<file path="config.mk">
export PLATFORM = sky130hd
export DESIGN_NAME = dto_ctrl
export DESIGN_NICKNAME = d
export VERILOG_FILES = /design/src/rtl/dto_pkg.sv /design/src/rtl/dto_ctrl.sv
export SDC_FILE = /design/constraint.sdc
export NUM_CORES = 1
export LEC_CHECK = 0
export BUFFER_PORTS_ARGS = -buffer_cell sky130_fd_sc_hd__buf_2
export CELL_PAD_IN_SITES_DETAIL_PLACEMENT = 0
export CELL_PAD_IN_SITES_GLOBAL_PLACEMENT = 1
export CORE_AREA = 2 2 39 41
export CTS_BUF_LIST = sky130_fd_sc_hd__clkbuf_4 sky130_fd_sc_hd__clkbuf_8
export DETAILED_ROUTE_END_ITERATION = 10
export DIE_AREA = 0 0 41 43
export GPL_TIMING_DRIVEN = 0
export PLACE_DENSITY_LB_ADDON = 0.15
export SETUP_SLACK_MARGIN = 0.5
export SYNTH_ARGS = -nofsm -noshare
export SYNTH_HDL_FRONTEND = slang
export SYNTH_SLANG_ARGS = --single-unit
export TNS_END_PERCENT = 20
</file>
<file path="constraint.sdc">
create_clock -name i_clk -period 1.18 [get_ports i_clk]
set_clock_uncertainty 0.1 [all_clocks]
set_input_delay 0.059 -clock i_clk [delete_from_list [all_inputs] [get_ports i_clk]]
set_output_delay 0.059 -clock i_clk [all_outputs]
set_load 0.05 [all_outputs]
</file>
<file path="src/rtl/dto_pkg.sv">
// ----------------------------------------------------------------------------
// dto_pkg
// shared constants and control types of the dependency transition oracle
// ----------------------------------------------------------------------------
package dto_pkg;

    localparam int MAX_TOKENS = 128;
    localparam int TOK_W      = 7;
    localparam int CNT_W      = 8;
    localparam int LAB_W      = 6;

    localparam logic [2:0] ADDR_PARSE_MODE   = 3'd0;
    localparam logic [2:0] ADDR_LABEL_OUTPUT = 3'd4;

    localparam logic [1:0] OP_LOAD   = 2'd0;
    localparam logic [1:0] OP_ORACLE = 2'd1;
    localparam logic [1:0] OP_GIVEN  = 2'd2;
    localparam logic [1:0] OP_CLEAR  = 2'd3;

    localparam logic [2:0] ACT_SHIFT  = 3'd0;
    localparam logic [2:0] ACT_LEFT   = 3'd1;
    localparam logic [2:0] ACT_RIGHT  = 3'd2;
    localparam logic [2:0] ACT_REDUCE = 3'd3;
    localparam logic [2:0] ACT_NONE   = 3'd4;

    localparam logic [3:0] CMD_NONE  = 4'd0;
    localparam logic [3:0] CMD_LATCH = 4'd1;
    localparam logic [3:0] CMD_LOAD  = 4'd2;
    localparam logic [3:0] CMD_CLEAR = 4'd3;
    localparam logic [3:0] CMD_RD1   = 4'd4;
    localparam logic [3:0] CMD_RD2   = 4'd5;
    localparam logic [3:0] CMD_EVAL  = 4'd6;
    localparam logic [3:0] CMD_SCAN  = 4'd7;
    localparam logic [3:0] CMD_APPLY = 4'd8;

    typedef struct packed {
        logic [3:0] code;
    } t_cmd;

    typedef struct packed {
        logic need_scan;
        logic scan_done;
    } t_status;

endpackage

</file>
<file path="src/rtl/dto_ctrl.sv">
// ----------------------------------------------------------------------------
// dto_ctrl
// sequencer: runs load or clear, or read, evaluate, scan if needed, apply
// ----------------------------------------------------------------------------
module dto_ctrl (
    input  logic             i_clk,
    input  logic             i_rst_n,
    input  logic             i_start,
    input  logic [1:0]       i_opcode,
    input  dto_pkg::t_status i_status,
    output dto_pkg::t_cmd    o_cmd,
    output logic             o_busy,
    output logic             o_done
);
    import dto_pkg::*;

    localparam logic [3:0] ST_IDLE  = 4'd0;
    localparam logic [3:0] ST_LOAD  = 4'd1;
    localparam logic [3:0] ST_CLEAR = 4'd2;
    localparam logic [3:0] ST_RD1   = 4'd3;
    localparam logic [3:0] ST_RD2   = 4'd4;
    localparam logic [3:0] ST_EVAL  = 4'd5;
    localparam logic [3:0] ST_SCAN  = 4'd6;
    localparam logic [3:0] ST_APPLY = 4'd7;
    localparam logic [3:0] ST_DONE  = 4'd8;

    logic [3:0] r_state;
    logic [3:0] n_state;

    always_comb begin
        n_state    = r_state;
        o_cmd.code = CMD_NONE;
        unique case (r_state)
            ST_IDLE: begin
                if (i_start) begin
                    o_cmd.code = CMD_LATCH;
                    unique case (i_opcode)
                        OP_LOAD:  n_state = ST_LOAD;
                        OP_CLEAR: n_state = ST_CLEAR;
                        default:  n_state = ST_RD1;
                    endcase
                end
            end
            ST_LOAD: begin
                o_cmd.code = CMD_LOAD;
                n_state    = ST_DONE;
            end
            ST_CLEAR: begin
                o_cmd.code = CMD_CLEAR;
                n_state    = ST_DONE;
            end
            ST_RD1: begin
                o_cmd.code = CMD_RD1;
                n_state    = ST_RD2;
            end
            ST_RD2: begin
                o_cmd.code = CMD_RD2;
                n_state    = ST_EVAL;
            end
            ST_EVAL: begin
                o_cmd.code = CMD_EVAL;
                n_state    = i_status.need_scan ? ST_SCAN : ST_APPLY;
            end
            ST_SCAN: begin
                o_cmd.code = CMD_SCAN;
                if (i_status.scan_done) begin
                    n_state = ST_APPLY;
                end
            end
            ST_APPLY: begin
                o_cmd.code = CMD_APPLY;
                n_state    = ST_DONE;
            end
            ST_DONE: begin
                n_state = ST_IDLE;
            end
            default: begin
                n_state = ST_IDLE;
            end
        endcase
    end

    always_ff @(posedge i_clk) begin
        if (!i_rst_n) begin
            r_state <= ST_IDLE;
        end else begin
            r_state <= n_state;
        end
    end

    assign o_busy = (r_state != ST_IDLE);
    assign o_done = (r_state == ST_DONE);

endmodule

</file>
# Word-level counts from Yosys, hierarchy flattened
# Index checks and enable logic that the tools add are counted.
# word_totals
regBits	4
in_bits	7
word_cells	24
# classes
n_mux	7
n_reduce_logical	5
n_eq_ne	11
# ops
operator	count
case mux 4 bit (8 select lines)	1
case mux 4 bit (6 select lines)	1
== test 4 x 3 -> 1 bit, second input constant	4
== test 4 x 2 -> 1 bit, second input constant	2
2-to-1 mux 4 bit	2
== test 4 x 1 -> 1 bit, second input constant	1
== test 4 bit, second input constant	1
logical NOT 4 bit	1
!= test 2 bit, second input constant	2
case mux 2 bit (2 select lines)	1
nonzero test 4 bit	1
OR reduction 3 bit	1
== test 2 bit, second input constant	1
logical NOT 2 bit	1
2-to-1 mux 1 bit	2
AND reduction 2 bit	1

# Longest topological paths before layout
# logic_depth
ltp_word	4
ltp_mapped	4
ltp_nobuf	3

# Worst setup path after synthesis
# OpenSTA, ideal clock, no wires.
# synth_path
path_type	register to output
startpoint	reg r_state[1]
endpoint	out o_cmd[3] in the netlist's numbering
n_path_buf	1
stages_incl_launch_ff	4
path_slack_ns	-0.722
required_ns	1.021
arrival_ns	1.743
path_cell_list	dfxtp_1 > buf_2 > nand2_1 > nor3b_1
# synth_rtl
element	line	rtl
start: declaration	dto_ctrl.sv:27	logic [3:0] r_state;
start signal: assignment	dto_ctrl.sv:87	r_state <= n_state;
end: declaration	dto_ctrl.sv:11	output dto_pkg::t_cmd o_cmd,

==> results.md <==
Global route:
- The pin count of the biggest net entering global routing is 9.
- The busiest layer in global routing is met2.
- For met2 alone, demand over resource in global routing was 0.206.
- For this run, the total global-route usage over all layers was measured as 0.120.
- For this run the aggregate overflow at the end of global routing stands at 0.
- The number of global-route vias before repair is 341.
- The first global-routing pass estimated approximately 1.4 mm of wire.
- The initial antenna violation count is 0.
- In the global route stage, met1 resource usage came out at 0.135.
- The met3 track demand over resource is 0.0157.

Floorplan:
- Pin placement for this block handled 13 I/O pins.
- In this run the vertical extent of the chip is 43 um.
- The starting utilization of the core area is 0.216.
- In this run the standard cell core region covers roughly 1400 sq um.
- The number of core rows is 14.
- The die outline width is between 40 and 50 um.
- The area of the die is 1760 sq um.

Synthesis:
- Among all cell types in the netlist, the one instantiated most often is sky130_fd_sc_hd__dfxtp_1.
- The count of distinct cell types in the synthesized netlist is 21.
- The mean instance size in the synthesized netlist is 8.80 sq um.
- The most common flop cell mapped by yosys is sky130_fd_sc_hd__dfxtp_1.
- The total standard cell area after synthesis is 299 sq um.
- The register area share after synthesis is 0.268.
- In the synthesized netlist, the number of instances is 34.
- After synthesis, the most frequently instantiated cells are sky130_fd_sc_hd__dfxtp_1 (4), sky130_fd_sc_hd__nand2b_1 (3), sky130_fd_sc_hd__nor3_1 (3).
- The share of flip-flops with an asynchronous set or reset is 0.
- The Yosys step of the flow raised 0 warnings.
- The share of synthesized area in the top cell type comes to 0.268.
- Yosys mapped a number of flops with a built-in enable equal to 0.
- Sorting the synthesized cells by area gives the leading types as sky130_fd_sc_hd__dfxtp_1 (27%), sky130_fd_sc_hd__nand2b_1 (6.3%), sky130_fd_sc_hd__a21oi_2 (5.9%).
- Counting flops and latches in the post-synthesis netlist gives 4.
- The largest area contributor in the synthesized netlist is sky130_fd_sc_hd__dfxtp_1.
- Counting every net in the synthesized netlist gives 41.

Routing:
- For this block, the routed nets add up to between 800 and 900 um of wire.
- After detailed routing, the number of remaining DRC violations is 0.
- The first-pass iteration count of the detailed router is 2.
- The average via count per standard cell is 4.36.
- Once detail routing completed, the nets flagged for antenna violations numbered 0.
- After detailed routing, the average wire length per cell comes to about 11 um.
- The number of DRC markers in iteration 0 is 1.
- The total number of vias is ~320.

Pwr:
- The internal power is roughly 430 uW.
- In this run the power density over the cells is 1230 nW/um^2.
- The sequential fraction of design power is 0.241.
- The leakage dissipation is 0.245 nW.
- Of the total power, combinational logic draws 0.522.
- IR analysis of the VDD net gives a maximum drop of 0.369 mV.
- The proportion of total power due to net switching is 0.378.
- For this design the total switching power over the nets is 264 uW.
- The total power consumption of the routed design is 698 uW.
- Of the total power, the clock network draws 0.238.

Clock network:
- The number of levels the H-tree was split into is 1.
- CTS saw 4 sinks.
- The clock reaches the later pin of the worst-skew pair after 0.23 ns.
- The root buffer cell chosen for the clock tree is sky130_fd_sc_hd__clkbuf_4.
- The clock transition time at the flip-flop clock pins of the worst setup and hold paths is about 0.040 ns.
- Counting the buffers created by CTS gives 3.
- TritonCTS built the clock tree.
- The worst-case clock buffer depth is 2.

Worst setup path:
- The maximum fanout along the worst path is 8.
- The worst setup path is captured at an output pin.
- The worst setup path is of the reg2out kind.
- Among the stages of the critical path, the cell type that occurs most often is sky130_fd_sc_hd__buf_6.
- The critical path arrival is 1.22 ns.
- For the worst setup path, the data required time is 1.02 ns.
- The critical path starts at r_state[0].
- For this run, the slowest stage of the critical path takes 0.33 ns.
- Traced cell by cell, the critical path runs through buf_6, buf_4, nor3_2, buf_6.
- The slowest stage of the critical path is the sky130_fd_sc_hd__dfxtp_2 cell.
- The worst register-to-register path begins at r_state[0].
- The worst setup path is launched from a flip-flop.

Finish:
- r_state holds more flip-flops than any other register.
- The fraction of layout cells with a size suffix above 1 is 0.707.
- The area taken by flip-flops and latches is between 80 and 90 sq um.
- The number of nets in the layout is 67.
- In the final layout, the multi-input gates occupy 233 sq um.
- The register with the most flip-flops in the layout has 4 of them.
- The number of filler instances in the final layout is 148.
- Once layout is complete, the utilization of the core stands at 0.410.
- In the final layout, the registers with the most flip-flops are r_state (4).
- 0 antenna diodes ended up in the layout.
- From synthesis to final layout, the design area changed by 89.5%.

Worst hold path:
- In this run the worst hold path is classified as in2reg.
- The startpoint identified for the worst hold timing path is i_rst_n.

Run status:
- The flow ran to the end, but the final reports show violations.
- The checks that failed: negative hold slack, negative setup slack.

Timing:
- Final hold analysis gives a worst-case slack of -0.0461 ns.
- The actual transition at the worst max-transition pin is 0.269 ns.
- Of the available clock period, the critical path in the final layout requires 1.17.
- The final count of hold timing violations is 1.
- The routed design could run at a clock period as short as 1.38 ns.
- Setup violations remaining at the end of the flow were counted as 7.
- The relative slew slack is 0.820.
- The maximum clock frequency is 727 MHz.
- Setup repair after global routing could not meet its margin everywhere.
- The count of pins over their slew limit came to 0.
- Across all setup checks in the final design, the least slack found is -0.196 ns.

Placed design:
- The count of input and output buffers is 12.
- The weighted congestion at the end of routability-driven global placement is 0.663.
- The HPWL after detailed placement is 507 um.

Flow run:
- The number of maximum-capacitance constraint violations is 0.
layout by cell type, fill, tap and decap left out, drive strengths merged, types with 2 or more instances in the layout:
master	instances
buf	24
dfxtp	4
nor3	4
a21oi	4
nand2b	3
clkbuf	3
nor3b	2
xnor2	2
nor2	2
and2	2
power groups by stage:
stage / Combinational [mW] / Sequential (mW) / Clock (mW)
detailed placement: 0.263 / 0.167 / 0
floorplan: 0.213 / 0.164 / 0
CTS: 0.348 / 0.169 / 0.168
global route: 0.390 / 0.171 / 0.176
finish: 0.364 / 0.168 / 0.166
global placement: 0.261 / 0.167 / 0
cells by family (layout without fill, tap and decap cells):
kind of cell    after synthesis  count (layout)  share of synthesized area
compound gates                9               9                      0.259
xor+xnor                      2               2                     0.0586
buf+inv                       4              28                     0.0920
flops                         4               4                      0.268
simple gates                 15              15                      0.322
final cells by class:
type,count,share of cell area
Inverter,1,0.00662
Sequential cell,4,0.148
Multi-Input combinational cell,26,0.411
Tap cell,16,0.0353
Clock buffer,3,0.0397
Timing Repair Buffer,21,0.300
Buffer,3,0.0596
per-layer routing:
metal,vias up,wire [um]
li1,167,-
met1,151,305
met2,5,490
met3,0,17
met4,0,0
met5,-,0
worst max-delay path, delay by kind of cell (launching register included):
kind                   cells  cell delay (ns)
buffers and inverters      3             0.46
DFF                        1             0.33
and+or+nand+nor            1             0.19
through the flow:
step / std cells / worst slack (ns) / cell area (sq um) / TNS (ns) / hold slack [ns]
finish: 74 / -0.196 / 567 / -1.04 / -0.0461
global route: 74 / -0.244 / 567 / -1.58 / -0.0265
CTS: 72 / -0.203 / 548 / -0.915 / -0.0544
detailed placement: 62 / -0.0766 / 412 / -0.202 / 0.187
global placement: 62 / -0.0749 / 412 / -0.169 / 0.186
floorplan: 34 / -0.162 / 332 / -0.377 / 0.0863
worst paths after layout:
path,slack [ns],cells past startpoint,endpoint
setup reg to reg,-0.09,5,r_state[0]
hold reg to reg,0.56,2,r_state[2]
setup / recovery,-0.20,4,o_cmd[0]
hold / removal,-0.05,2,r_state[2]
what timing repair did:
| item | 4_1_cts | 5_1_grt |
|---|---|---|
| resized for setup | 20 | 1 |
| buffers inserted | 6 | 2 |
| pin swaps | 5 | 0 |
| setup endpoints to repair | 10 | 10 |
| cloned | 1 | 0 |
| hold endpoints to repair | 1 | 1 |
Note: power is estimated with default switching activity, not from simulation.
